==> config.mk <==
export PLATFORM = sky130hd
export DESIGN_NAME = dru_lane
export DESIGN_NICKNAME = d
export VERILOG_FILES = /design/src/sv/dru_pkg.sv /design/src/sv/dru_lane.sv
export SDC_FILE = /design/constraint.sdc
export NUM_CORES = 2
export LEC_CHECK = 0
export BUFFER_PORTS_ARGS = -buffer_cell sky130_fd_sc_hd__buf_2
export CAP_MARGIN = 20
export CORE_MARGIN = 2
export CORE_UTILIZATION = 55
export DETAILED_ROUTE_END_ITERATION = 6
export GPL_TIMING_DRIVEN = 1
export HOLD_SLACK_MARGIN = 0.06
export PLACE_DENSITY = 0.84
export SLEW_MARGIN = 30
export SYNTH_ARGS = -nofsm -noshare
export SYNTH_HDL_FRONTEND = slang
export SYNTH_SLANG_ARGS = --single-unit
==> constraint.sdc <==
create_clock -name clk -period 7.9 [get_ports clk]
set_clock_uncertainty 0.05 [all_clocks]
set_input_delay 0.79 -clock clk [delete_from_list [all_inputs] [get_ports clk]]
set_output_delay 0.79 -clock clk [all_outputs]
set_load 0.05 [all_outputs]
==> src/sv/dru_pkg.sv <==
package dru_pkg;

    localparam int DATA_W        = 16;
    localparam int NUM_IN        = 4;
    localparam int FRAC_BITS_DEF = 12;
    localparam int RATE_W        = 13;
    localparam int RATE_FRAC     = 12;
    localparam logic [RATE_W-1:0] RATE_RESET = 13'd2048;

    // x * w
    localparam int PROD_W = 2 * DATA_W;
    // rate (as signed) * error
    localparam int RE_W   = RATE_W + 1 + DATA_W;
    // rate * error * x
    localparam int SP_W   = RE_W + DATA_W;
    localparam int SAT_W  = 48;

    localparam logic signed [SAT_W-1:0] Q_MAX = 48'sd32767;
    localparam logic signed [SAT_W-1:0] Q_MIN = -48'sd32768;

    typedef logic signed [DATA_W-1:0] q_t;

    typedef enum logic [2:0] {
        ST_IDLE,
        ST_MUL,
        ST_SUM,
        ST_ERR,
        ST_RATE,
        ST_SCALE,
        ST_UPD
    } state_t;

    typedef struct packed {
        logic mul;
        logic sum;
        logic err;
        logic rate;
        logic scale;
        logic upd;
    } ctl_t;

    function automatic q_t sat_q(input logic signed [SAT_W-1:0] v);
        q_t r;
        if (v > Q_MAX)
        begin
            r = 16'sh7fff;
        end
        else if (v < Q_MIN)
        begin
            r = 16'sh8000;
        end
        else
        begin
            r = v[DATA_W-1:0];
        end
        return r;
    endfunction

endpackage

==> src/sv/dru_lane.sv <==
module dru_lane #(
    parameter int FRAC_BITS = dru_pkg::FRAC_BITS_DEF
) (
    input  logic                                clk,
    input  logic                                rst_n,
    input  dru_pkg::ctl_t                       ctl,
    input  dru_pkg::q_t                         x,
    input  logic signed [dru_pkg::RE_W-1:0]     rate_err,
    output logic signed [dru_pkg::PROD_W-1:0]   prod,
    output dru_pkg::q_t                         delta,
    output dru_pkg::q_t                         weight
);

    localparam int SH = dru_pkg::RATE_FRAC + FRAC_BITS;
    localparam int TW = dru_pkg::SP_W + 1;
    localparam logic signed [TW-1:0] HALF = {{(TW-SH){1'b0}}, 1'b1, {(SH-1){1'b0}}};

    logic signed [dru_pkg::PROD_W-1:0] prod_reg;
    logic signed [dru_pkg::SP_W-1:0]   sp_reg;
    dru_pkg::q_t                       w_reg;
    dru_pkg::q_t                       w_next;
    dru_pkg::q_t                       delta_reg;
    dru_pkg::q_t                       delta_next;
    logic signed [TW-1:0]              rnd;
    logic signed [TW-1:0]              shifted;
    logic signed [dru_pkg::DATA_W:0]   wsum;

    always_comb
    begin
        rnd        = TW'(sp_reg) + HALF;
        shifted    = rnd >>> SH;
        delta_next = dru_pkg::sat_q(dru_pkg::SAT_W'(shifted));
        wsum       = (dru_pkg::DATA_W+1)'(w_reg) + (dru_pkg::DATA_W+1)'(delta_next);
        w_next     = dru_pkg::sat_q(dru_pkg::SAT_W'(wsum));
    end

    always_ff @(posedge clk)
    begin
        if (ctl.mul)
        begin
            prod_reg <= x * w_reg;
        end
        if (ctl.scale)
        begin
            sp_reg <= rate_err * x;
        end
        if (ctl.upd)
        begin
            delta_reg <= delta_next;
        end
    end

    always_ff @(posedge clk or negedge rst_n)
    begin
        if (!rst_n)
        begin
            w_reg <= '0;
        end
        else if (ctl.upd)
        begin
            w_reg <= w_next;
        end
    end

    assign prod   = prod_reg;
    assign delta  = delta_reg;
    assign weight = w_reg;

endmodule

==> out/metrics.cfg <==
[die]
dieArea_um2=56370
core_area_um2=53810
num_rows=85
die_w_um=237.4
ios=118
fp.dieH_um=237.4
start_util_pct=55.69

[global_routing]
grt_pass1_vias=22890
grt_max_degree=35
grt.total_usage_pct=25.42
antenna_found_initial=4
grt_pass1_wl_um=113400
grt_overflow_total=0

[timing]
fin_crit_sh_pct=91.18
slew_violations=0
hold_viol_final=0
fmax_ghz=0.1388
fin_tns_setup_ns=0
tightest_slew_ns=0.8406
setup_violations=0
period_needed_ns=7.203
grt_setup_unrepaired=false
slew_headroom_pct=43.96

[synthesis]
syn_area_um2=29970
syn_avg_cell_area_um2=9.433
syn_inst=3177
synth_edf_count=71
synth_cell_types=66
synth.yosys.seq_area_share_pct=8.450
syn_nets=4157
synth.yosys.warnings=0
synth-seq-cells=87
ys.flop_type=edfxtp_1
postSynth.asyncResetShare_pct=18.39

[cts]
postCtsSetupRepairBufs=0
htree_levels=3
clk_latency_ns=0.38
clk_path_buf_depth=2
cts_tree=built
cts-resized-gates=0
cts_hold_buf=0
path_clk_slew_ns=0.08
cts-root-buf=clkbuf_16
cts_buffers=9
cts_sinks=87

[finish]
nNetsFinal=4182
post_layout_nonfiller_instances=3905
layout_commonest_cell=inv_1
syn_to_final_growth_pct=5.256
drive_above_1_share_pct=6.642
largest_register_ffs=32
layout_common_cells=779 x inv_1, 720 x fa_1, 441 x nand2_1
utilization_pct=58.62

[worst_setup_path]
critPathSlowestCell=buf_2
reg2reg_depth=19
crit_fanout=25
worst-path-stages=23
critPathRequiredTime_ns=7.99
r2r_start=weight[1]
cpPeakStageDelay_ns=0.63
crit_top_cell=fa_1
crit_family=adder cells
start_kind=input port
cp_cell_sequence=buf_2 -> buf_4 -> nand2_1 -> fa_1 -> inv_1 -> fa_1 -> inv_1 -> fa_1 -> fa_1 -> inv_1 -> fa_1 -> inv_1 -> fa_1 -> inv_1 -> ha_1 -> a21o_1 -> a211oi_1 -> o21ai_0 -> a211oi_1 -> a21oi_1 -> o21ai_0 -> a21boi_0 -> a311o_1
reg2reg_setup_slack_ns=0.89
cp-end-kind=flip-flop
worstSetupPathType=in -> reg
r2r-end=prod[29]
arrival_ns=7.29
crit_buf_inv=7

[placed_design]
routabilityCongestion=0.8653
dp_hpwl_um=54450
io_buffer_count=114
placedCellCount=3887

[min_path]
worstHoldPathType=in -> async

[detailed_routing]
drtIter0Drc=1200
drtAntennaViolNets=0
wl_per_cell_um=17.31
drc=0
finalWirelength_um=67610
via_per_inst=5.468
dr.pass1.iters=5
routed-via-count=21350

[job]
cap_violations=0

[status]
status=completed

## logic make-up (layout without fill, tap and decap cells)
group                    count (synthesis)  in the layout  share of synthesized area (%)
AND/OR/NAND/NOR                        901            901                          14.59
XOR/XNOR                                94             94                          2.747
AO/OA/AOI/OAI                          219            219                          4.939
other                                    0              2                              0
flip-flops                              87             87                          8.450
multiplexers                            15             15                         0.5594
buffers and inverters                  921            951                          11.55
adder cells (fa/ha/maj)                940            940                          57.16
## per-stage QoR
step                hold slack [ns]  cell area [µm²]  worst slack, ns
global placement             0.6582            31230           0.4785
floorplan                    0.4444            29970           0.8865
CTS                          0.2668            31540           0.7356
detailed placement           0.6558            31240           0.3369
finish                       0.2714            31550           0.6971
global route                 0.2948            31540           0.3573
## synth_stat cells, types with 6 or more instances
master    count  area, µm²
ha_1        206       2577
xor2_1       27      236.5
and3_1        8      50.05
nand4_1      10      62.56
o21a_1       11      82.58
nor2b_1       9      56.30
fa_1        720      14410
nand2b_1     32      200.2
mux2_2       14      157.7
nor2_1       57      214.0
maj3_1       14      140.1
inv_1       779       2924
a21o_1       35      262.8
clkbuf_1    136      510.5
o21bai_1      7      52.55
a211oi_1      6      45.04
edfxtp_1     71       2132
nand2_1     441       1655
nand3_1      23      115.1
and2_1      283       1770
dfrtp_1      16      400.4
o211ai_1      6      45.04
o21ai_0      41      205.2
a31oi_1       8      50.05
a21oi_1      57      285.3
xnor2_1      67      586.8
or3_1         6      37.54
nor3_1       18      90.09
## layer usage
metal	global-route usage [%]	up-vias	part of all wire (%)
met5	0	-	0.030
met4	8.062	4	3.2
met3	4.761	142	8.1
met2	43.52	791	51
met1	32.88	11010	38
li1	-	9402	-
## worst max-delay path by stage
stage	end	from	slack, ns
after floorplan	sp_reg[40]	x[1]	0.89
after global placement	prod[23]	x[10]	0.48
after detailed placement	sp_reg[42]	x[10]	0.34
after CTS	sp_reg[42]	x[10]	0.74
after global routing	prod[23]	x[10]	0.36
final	prod[23]	x[6]	0.70
## area by class of cell
cell class	instances	area (µm²)
Antenna cell	2	5.005
Inverter	779	2924
Clock buffer	9	225.2
Multi-Input combinational cell	2169	23990
Timing Repair Buffer	156	923.4
Sequential cell	87	2532
Fill cell	4423	22270
Clock inverter	7	72.57
Tap cell	696	870.8
Power is not shown: default switching activity piles up to over one toggle a cycle in this logic, so the estimate is an artifact.
