[src/sv/dru_pkg.sv]
package dru_pkg;

    localparam int DATA_W        = 16;
    localparam int NUM_IN        = 4;
    localparam int FRAC_BITS_DEF = 12;
    localparam int RATE_W        = 13;
    localparam int RATE_FRAC     = 12;
    localparam logic [RATE_W-1:0] RATE_RESET = 13'd2048;

    // x * w
    localparam int PROD_W = 2 * DATA_W;
    // rate (as signed) * error
    localparam int RE_W   = RATE_W + 1 + DATA_W;
    // rate * error * x
    localparam int SP_W   = RE_W + DATA_W;
    localparam int SAT_W  = 48;

    localparam logic signed [SAT_W-1:0] Q_MAX = 48'sd32767;
    localparam logic signed [SAT_W-1:0] Q_MIN = -48'sd32768;

    typedef logic signed [DATA_W-1:0] q_t;

    typedef enum logic [2:0] {
        ST_IDLE,
        ST_MUL,
        ST_SUM,
        ST_ERR,
        ST_RATE,
        ST_SCALE,
        ST_UPD
    } state_t;

    typedef struct packed {
        logic mul;
        logic sum;
        logic err;
        logic rate;
        logic scale;
        logic upd;
    } ctl_t;

    function automatic q_t sat_q(input logic signed [SAT_W-1:0] v);
        q_t r;
        if (v > Q_MAX)
        begin
            r = 16'sh7fff;
        end
        else if (v < Q_MIN)
        begin
            r = 16'sh8000;
        end
        else
        begin
            r = v[DATA_W-1:0];
        end
        return r;
    endfunction

endpackage

[src/sv/dru_merge.sv]
module dru_merge #(
    parameter int FRAC_BITS = dru_pkg::FRAC_BITS_DEF
) (
    input  logic                                clk,
    input  dru_pkg::ctl_t                       ctl,
    input  logic signed [dru_pkg::PROD_W-1:0]   prods [dru_pkg::NUM_IN],
    input  dru_pkg::q_t                         target,
    input  logic [dru_pkg::RATE_W-1:0]          rate,
    output dru_pkg::q_t                         net,
    output dru_pkg::q_t                         err,
    output logic signed [dru_pkg::RE_W-1:0]     rate_err
);

    localparam int ACC_W = dru_pkg::PROD_W + $clog2(dru_pkg::NUM_IN) + 1;
    localparam logic signed [ACC_W-1:0] HALF =
        {{(ACC_W-FRAC_BITS){1'b0}}, 1'b1, {(FRAC_BITS-1){1'b0}}};

    logic signed [ACC_W-1:0]           acc_reg;
    logic signed [ACC_W-1:0]           acc_next;
    logic signed [ACC_W-1:0]           shifted;
    dru_pkg::q_t                       net_reg;
    dru_pkg::q_t                       net_next;
    dru_pkg::q_t                       err_reg;
    dru_pkg::q_t                       err_next;
    logic signed [dru_pkg::DATA_W:0]   diff;
    logic signed [dru_pkg::RE_W-1:0]   re_reg;
    logic signed [dru_pkg::RATE_W:0]   rate_s;

    always_comb
    begin
        acc_next = HALF;
        for (int i = 0; i < dru_pkg::NUM_IN; i++)
        begin
            acc_next = acc_next + ACC_W'(prods[i]);
        end
        shifted  = acc_reg >>> FRAC_BITS;
        net_next = dru_pkg::sat_q(dru_pkg::SAT_W'(shifted));
        diff     = (dru_pkg::DATA_W+1)'(target) - (dru_pkg::DATA_W+1)'(net_next);
        err_next = dru_pkg::sat_q(dru_pkg::SAT_W'(diff));
        rate_s   = $signed({1'b0, rate});
    end

    always_ff @(posedge clk)
    begin
        if (ctl.sum)
        begin
            acc_reg <= acc_next;
        end
        if (ctl.err)
        begin
            net_reg <= net_next;
            err_reg <= err_next;
        end
        if (ctl.rate)
        begin
            re_reg <= rate_s * err_reg;
        end
    end

    assign net      = net_reg;
    assign err      = err_reg;
    assign rate_err = re_reg;

endmodule

[config.mk]
export PLATFORM = sky130hd
export DESIGN_NAME = dru_merge
export DESIGN_NICKNAME = d
export VERILOG_FILES = /design/src/sv/dru_pkg.sv /design/src/sv/dru_merge.sv
export SDC_FILE = /design/constraint.sdc
export NUM_CORES = 1
export LEC_CHECK = 0
export BUFFER_PORTS_ARGS = -buffer_cell sky130_fd_sc_hd__buf_2
export CAP_MARGIN = 10
export CORE_MARGIN = 2
export CORE_UTILIZATION = 30
export CTS_CLUSTER_SIZE = 12
export DETAILED_ROUTE_END_ITERATION = 10
export SLEW_MARGIN = 20
export SYNTH_ARGS = -nofsm -noshare
export SYNTH_HDL_FRONTEND = slang
export SYNTH_SLANG_ARGS = --single-unit
[constraint.sdc]
create_clock -name clk -period 11.75 [get_ports clk]
set_clock_uncertainty 0.15 [all_clocks]
set_input_delay 3.525 -clock clk [delete_from_list [all_inputs] [get_ports clk]]
set_output_delay 3.525 -clock clk [all_outputs]
set_load 0.05 [all_outputs]
==> run metrics, run 1 <==
outcome finished, final reports clean; nets@finish 2229; clock buffer depth 2; min-delay src acc_reg[34]; Final min period 9.67 ns; post-CTS setup buffers 0; Async SR Flop Fraction 0%; Synth area leaders fa_1, edfxtp_1, ha_1; Core Box Area 48700 µm²; area of the die 51000 µm²; Die H 226 µm; ys flop type edfxtp_1; worst skew pair latency 0.40 ns; max-cap violations 0; DRT Pass-1 Iters 5; Clock transition at path regs 0.07 ns; first-pass GRT wire length 59100 µm; vias per cell 4.58; slowest CP cell fa_1; final hold vios 0; Critical Path End Type register; CP Class input pin to register; worst-path cell chain buf_2, and2_1, fa_1, inv_1, fa_1, inv_1, fa_1, fa_1, fa_1, inv_1, fa_1, inv_1, ha_1, nand2_1, o211ai_1, a31oi_1, a211o_1, nor2_1, o311a_1, o21a_1, o21a_1, o311ai_0; CP most frequent cell fa_1; Detail Placement HPWL 29800 µm; Ys Warns 0; CTS H-Tree Depth 3; R2R cell count 23; post-synthesis register bit count 85; CP Data Required Time 11.79 ns; synthesized instance count 1456; Iter 0 DRT Violations 375; initial antenna violation count 4; gr ovfl total 0; largest net degree at the start of global routing 33; TritonCTS Sinks 85; fmax 103 MHz; gpl congestion 0.824; RSZ-0062 raised after global routing false; Post-Syn Area 14800 µm²; Worst Path Buf+Inv 5; CP Depth 22; Worst R2R End rate_err[28]; CTS buffer count 9; overall routed net length 35800 µm; Final period util 82.3%; Final ANT Viol Nets 0; r2r setup slk 4.64 ns; WHS Endpoint net[15]; Arrival @ worst endpoint 9.71 ns; worst-margin pin slew 1.06 ns; reg-to-reg startpoint err[7]; Hold Crit Class register to register; routed via count 10600; P&R area growth vs syn 14.2%; top cell type's share of synthesized area 36.2%; cts hold-fix bufs 0; # rows 81; Critical Path Start Type input pin; register area share after synthesis 17.3%; CTS root buf clkbuf_16; Top delay family on crit path adder cells; TNS Setup 0 ns; io pins 226; hold depth 0; Slew HR 29.2%; total track usage 15.0%; Initial Util 30.3%; count of cell types in the netlist 68; Post-synth EDFFs 85; CP Max Fanout 16; Port Buf Inserts 222; largest area contributor in the netlist fa_1; final setup fails 0; post-synth net total 2036; CTS tree built; syn_area_per_cell 10.1 µm²; Post-synth top cells inv_1, fa_1, ha_1; mean routed wirelength per cell 15.4 µm; number of flip-flops in the largest register 30; most frequent cell after synthesis inv_1; DRC viols 0; CTS resizes 0; slowest stage delay, CP 0.56 ns; share of layout cells above drive strength 1 15.4%; Max Slew Vio Count 0; vias in the first global route 11500; Die W 226 µm
==> cell families (layout without fill, tap and decap cells) <==
group / after synthesis / after routing / synth area share [%]
and+or+nand+nor: 372 / 372 / 12.6
AOI/OAI and AO/OA: 196 / 196 / 9.09
DFF: 85 / 85 / 17.3
adders and majority gates: 416 / 416 / 48.8
other: 0 / 2 / 0
xor gates and xnor gates: 65 / 65 / 3.85
muxes: 3 / 3 / 0.237
buffers and inverters: 319 / 517 / 8.19
==> routing by layer <==
metal	track usage (%)	share of wire [%]	vias to the layer above
met5	0	0.073	-
met4	5.23	2.5	4
met3	3.08	5.6	48
met2	26.2	50	256
met1	18.2	42	5276
li1	-	-	5051
==> cell usage in the layout, fill, tap and decap left out, drive strengths merged, types with 4 or more instances in the layout <==
cell,synthesis,final
xnor2,46,46
nand2,133,133
o31ai,4,4
ha,149,149
clkbuf,36,9
a21oi,49,49
and3,9,9
o21ai,37,37
inv,278,282
a211oi,6,6
nand4,7,7
buf,4,222
o21bai,6,6
nor3,12,12
o211ai,7,7
nor2,58,58
o22ai,4,4
nand3,12,12
nor2b,4,4
a21o,25,25
nand2b,9,9
a21boi,4,4
xor2,19,19
a31oi,4,4
fa,267,267
o21a,14,14
and2,112,112
a211o,6,6
edfxtp,85,85
==> metrics by stage <==
stage	setup slack (ns)	cell area [µm²]	utilization (%)	cells	hold slack (ns)
finish	2.08	16900	34.6	2320	0.485
global route	1.63	16900	34.6	2318	0.517
CTS	2.01	16900	34.6	2318	0.485
detailed placement	1.60	16600	34.0	2302	0.454
global placement	1.66	16600	34.0	2302	0.459
floorplan	2.36	14800	-	1456	0.404
==> worst max path at each step <==
| stage | slack [ns] | to | start |
|---|---|---|---|
| finish | 2.08 | rate_err[28] | rate[10] |
| global route | 1.63 | rate_err[28] | rate[2] |
| CTS | 2.01 | rate_err[28] | rate[10] |
| detailed placement | 1.60 | rate_err[28] | rate[2] |
| global placement | 1.66 | rate_err[28] | rate[4] |
| floorplan | 2.36 | rate_err[28] | rate[4] |
==> area by class of cell <==
cell class / count / area (µm²)
Antenna cell: 2 / 5.00
Clock buffer: 9 / 225
Clock inverter: 7 / 91.3
Fill cell: 4937 / 31900
Inverter: 279 / 1050
Multi-Input combinational cell: 1052 / 11000
Sequential cell: 85 / 2550
Tap cell: 664 / 831
Timing Repair Buffer: 222 / 1110
==> worst register-to-register path, stage by stage, from the launching register on <==
cell,delay [ns]
edfxtp_1,0.72
and2_1,0.30
fa_1,0.53
inv_1,0.05
fa_1,0.47
inv_1,0.05
fa_1,0.50
inv_1,0.06
fa_1,0.52
inv_1,0.05
fa_1,0.47
inv_1,0.05
fa_1,0.47
inv_1,0.04
ha_1,0.21
nor4_1,0.24
o21ai_0,0.20
a31oi_1,0.33
a211o_1,0.28
nor2_1,0.11
o311a_1,0.38
o21a_1,0.22
o21a_1,0.19
o311ai_0,0.32
Power of run 1 is not shown: default switching activity piles up to over one toggle a cycle in this logic, so the estimate is an artifact.
==> inputs of run 2 (changes only) <==
==> constraint.sdc (replaced) <==
create_clock -name clk -period 8.15 [get_ports clk]
set_clock_uncertainty 0.15 [all_clocks]
set_input_delay 2.445 -clock clk [delete_from_list [all_inputs] [get_ports clk]]
set_output_delay 2.445 -clock clk [all_outputs]
set_load 0.05 [all_outputs]
==> run 2 against run 1 <==
Sequential share of layout area fell by 0.83 points. Via count rose by 2.8%. Flip-flop and latch count did not move. Routed wire length rose by 1.3%. Cell count rose by 4.0%. Setup slack got worse by 2.0 ns. Non-clock buffer count rose by 93. Highest routed layer unchanged. Critical path depth did not move. Critical path type unchanged.
==> run metrics, run 2 (synthesis results as in run 1) <==
outcome finished, final reports clean; CTS H-Tree Depth 3; Hold Crit Class register to register; vias per cell 4.53; share of layout cells above drive strength 1 22.2%; Port Buf Inserts 222; worst-path cell chain buf_2, and2_4, fa_1, inv_2, fa_1, inv_1, fa_1, fa_1, fa_1, inv_1, fa_1, inv_2, ha_4, a21oi_2, o211ai_1, a31oi_2, a211o_1, nor2_4, o311a_1, o21a_1, o21a_1, o311ai_2; DRT Pass-1 Iters 5; Initial Util 30.3%; Core Box Area 48700 µm²; mean routed wirelength per cell 15.0 µm; max-cap violations 0; Design Area, Final 17900 µm²; io pins 226; Placed Cells 2392; routed via count 10900; RSZ-0062 raised after global routing true; CTS root buf clkbuf_16; worst-margin pin slew 0.986 ns; final setup fails 0; CP most frequent cell fa_1; most common cell after layout, fill and taps aside inv_1; Critical Path End Type register; Final period util 99.6%; total track usage 15.0%; Finished Layout Cells 2412; commonest non-fill, non-tap cells in the layout inv_1, fa_1, buf_2, ha_1, nand2_1; slowest CP cell fa_1; DRC viols 0; fmax 123 MHz; TNS Setup 0 ns; largest net degree at the start of global routing 33; Iter 0 DRT Violations 439; first-pass GRT wire length 59400 µm; Max Slew Vio Count 0; worst skew pair latency 0.39 ns; final hold vios 0; Slew HR 34.1%; DP Area 17300 µm²; cts hold-fix bufs 0; TritonCTS Sinks 85; area of the die 51000 µm²; CP Class input pin to register; reg-to-reg startpoint err[8]; gr ovfl total 0; initial antenna violation count 7; # fillers 4771; number of flip-flops in the largest register 30; overall routed net length 36300 µm; nets@finish 2322; Clock transition at path regs 0.07 ns; slowest stage delay, CP 0.54 ns; gpl congestion 0.840; CTS buffer count 9; CP Launch Point rate[4]; Detail Placement HPWL 30800 µm; # rows 81; Die W 226 µm; Worst Path Buf+Inv 5; Final ANT Viol Nets 0; P&R area growth vs syn 20.9%; CP Max Fanout 6; vias in the first global route 11700; Final min period 8.12 ns; min-delay src acc_reg[22]; Critical Path Start Type input pin; clock buffer depth 2; CP Data Required Time 8.20 ns; Top delay family on crit path adder cells; CTS tree built; Arrival @ worst endpoint 8.17 ns; Die H 226 µm
==> run 2: cell count changes in the layout (fill, tap and decap cells not counted), sizes merged <==
cell and delta:
clkinv -2, clkinvlp +1, inv +1, diode -1, buf +93
==> run 2: layout make-up <==
| type | count | area, µm² | area share (%) |
|---|---|---|---|
| multi-input cells | 1052 | 11200 | 62.9 |
| flip-flops and latches | 85 | 2550 | 14.3 |
| repair buffers | 315 | 1890 | 10.6 |
| inverters | 279 | 1050 | 5.86 |
| well taps | 664 | 831 | 4.65 |
| clock buffers | 9 | 225 | 1.26 |
| clock inverters | 7 | 88.8 | 0.497 |
| diodes | 1 | 2.50 | 0.0140 |
==> run 2: what timing repair did <==
item,CTS,global route
pin swaps,13,44
endpoints found under the hold margin,0,0
resized for setup,8,43
buffers inserted,0,3
setup endpoints to repair,4,5
==> run 2: routing by layer <==
metal	up-vias	track usage (%)	wire [µm]
met5	-	0	55
met4	10	3.74	641
met3	41	3.33	2180
met2	287	26.7	18000
met1	5365	18.4	15400
li1	5228	-	-
==> run 2: path summary, 6_finish.rpt <==
kind                       end  slack [ns]  depth (start not counted)
setup reg to reg  rate_err[28]        1.43                         21
hold reg to reg        net[10]        0.49                          2
hold / removal         net[10]        0.49                          2
setup / recovery  rate_err[28]        0.03                         22
==> run 2: tightest hold or removal path, cell delays in order, from the launching register on <==
cell and delay [ns]:
edfxtp_1 0.33, nor2_1 0.04, nor2_1 0.14
==> run 2: through the flow <==
step | worst slack, ns | util (%) | hold slack (ns)
3_3_place_gp | -0.518 | 35.5 | 0.454
3_5_place_dp | -0.583 | 35.5 | 0.460
4_1_cts | 0.00185 | 36.3 | 0.486
2_1_floorplan | 0.00163 | - | 0.404
5_1_grt | -0.113 | 36.6 | 0.517
6_report | 0.0344 | 36.6 | 0.492
Power of run 2 is left out for the same reason.
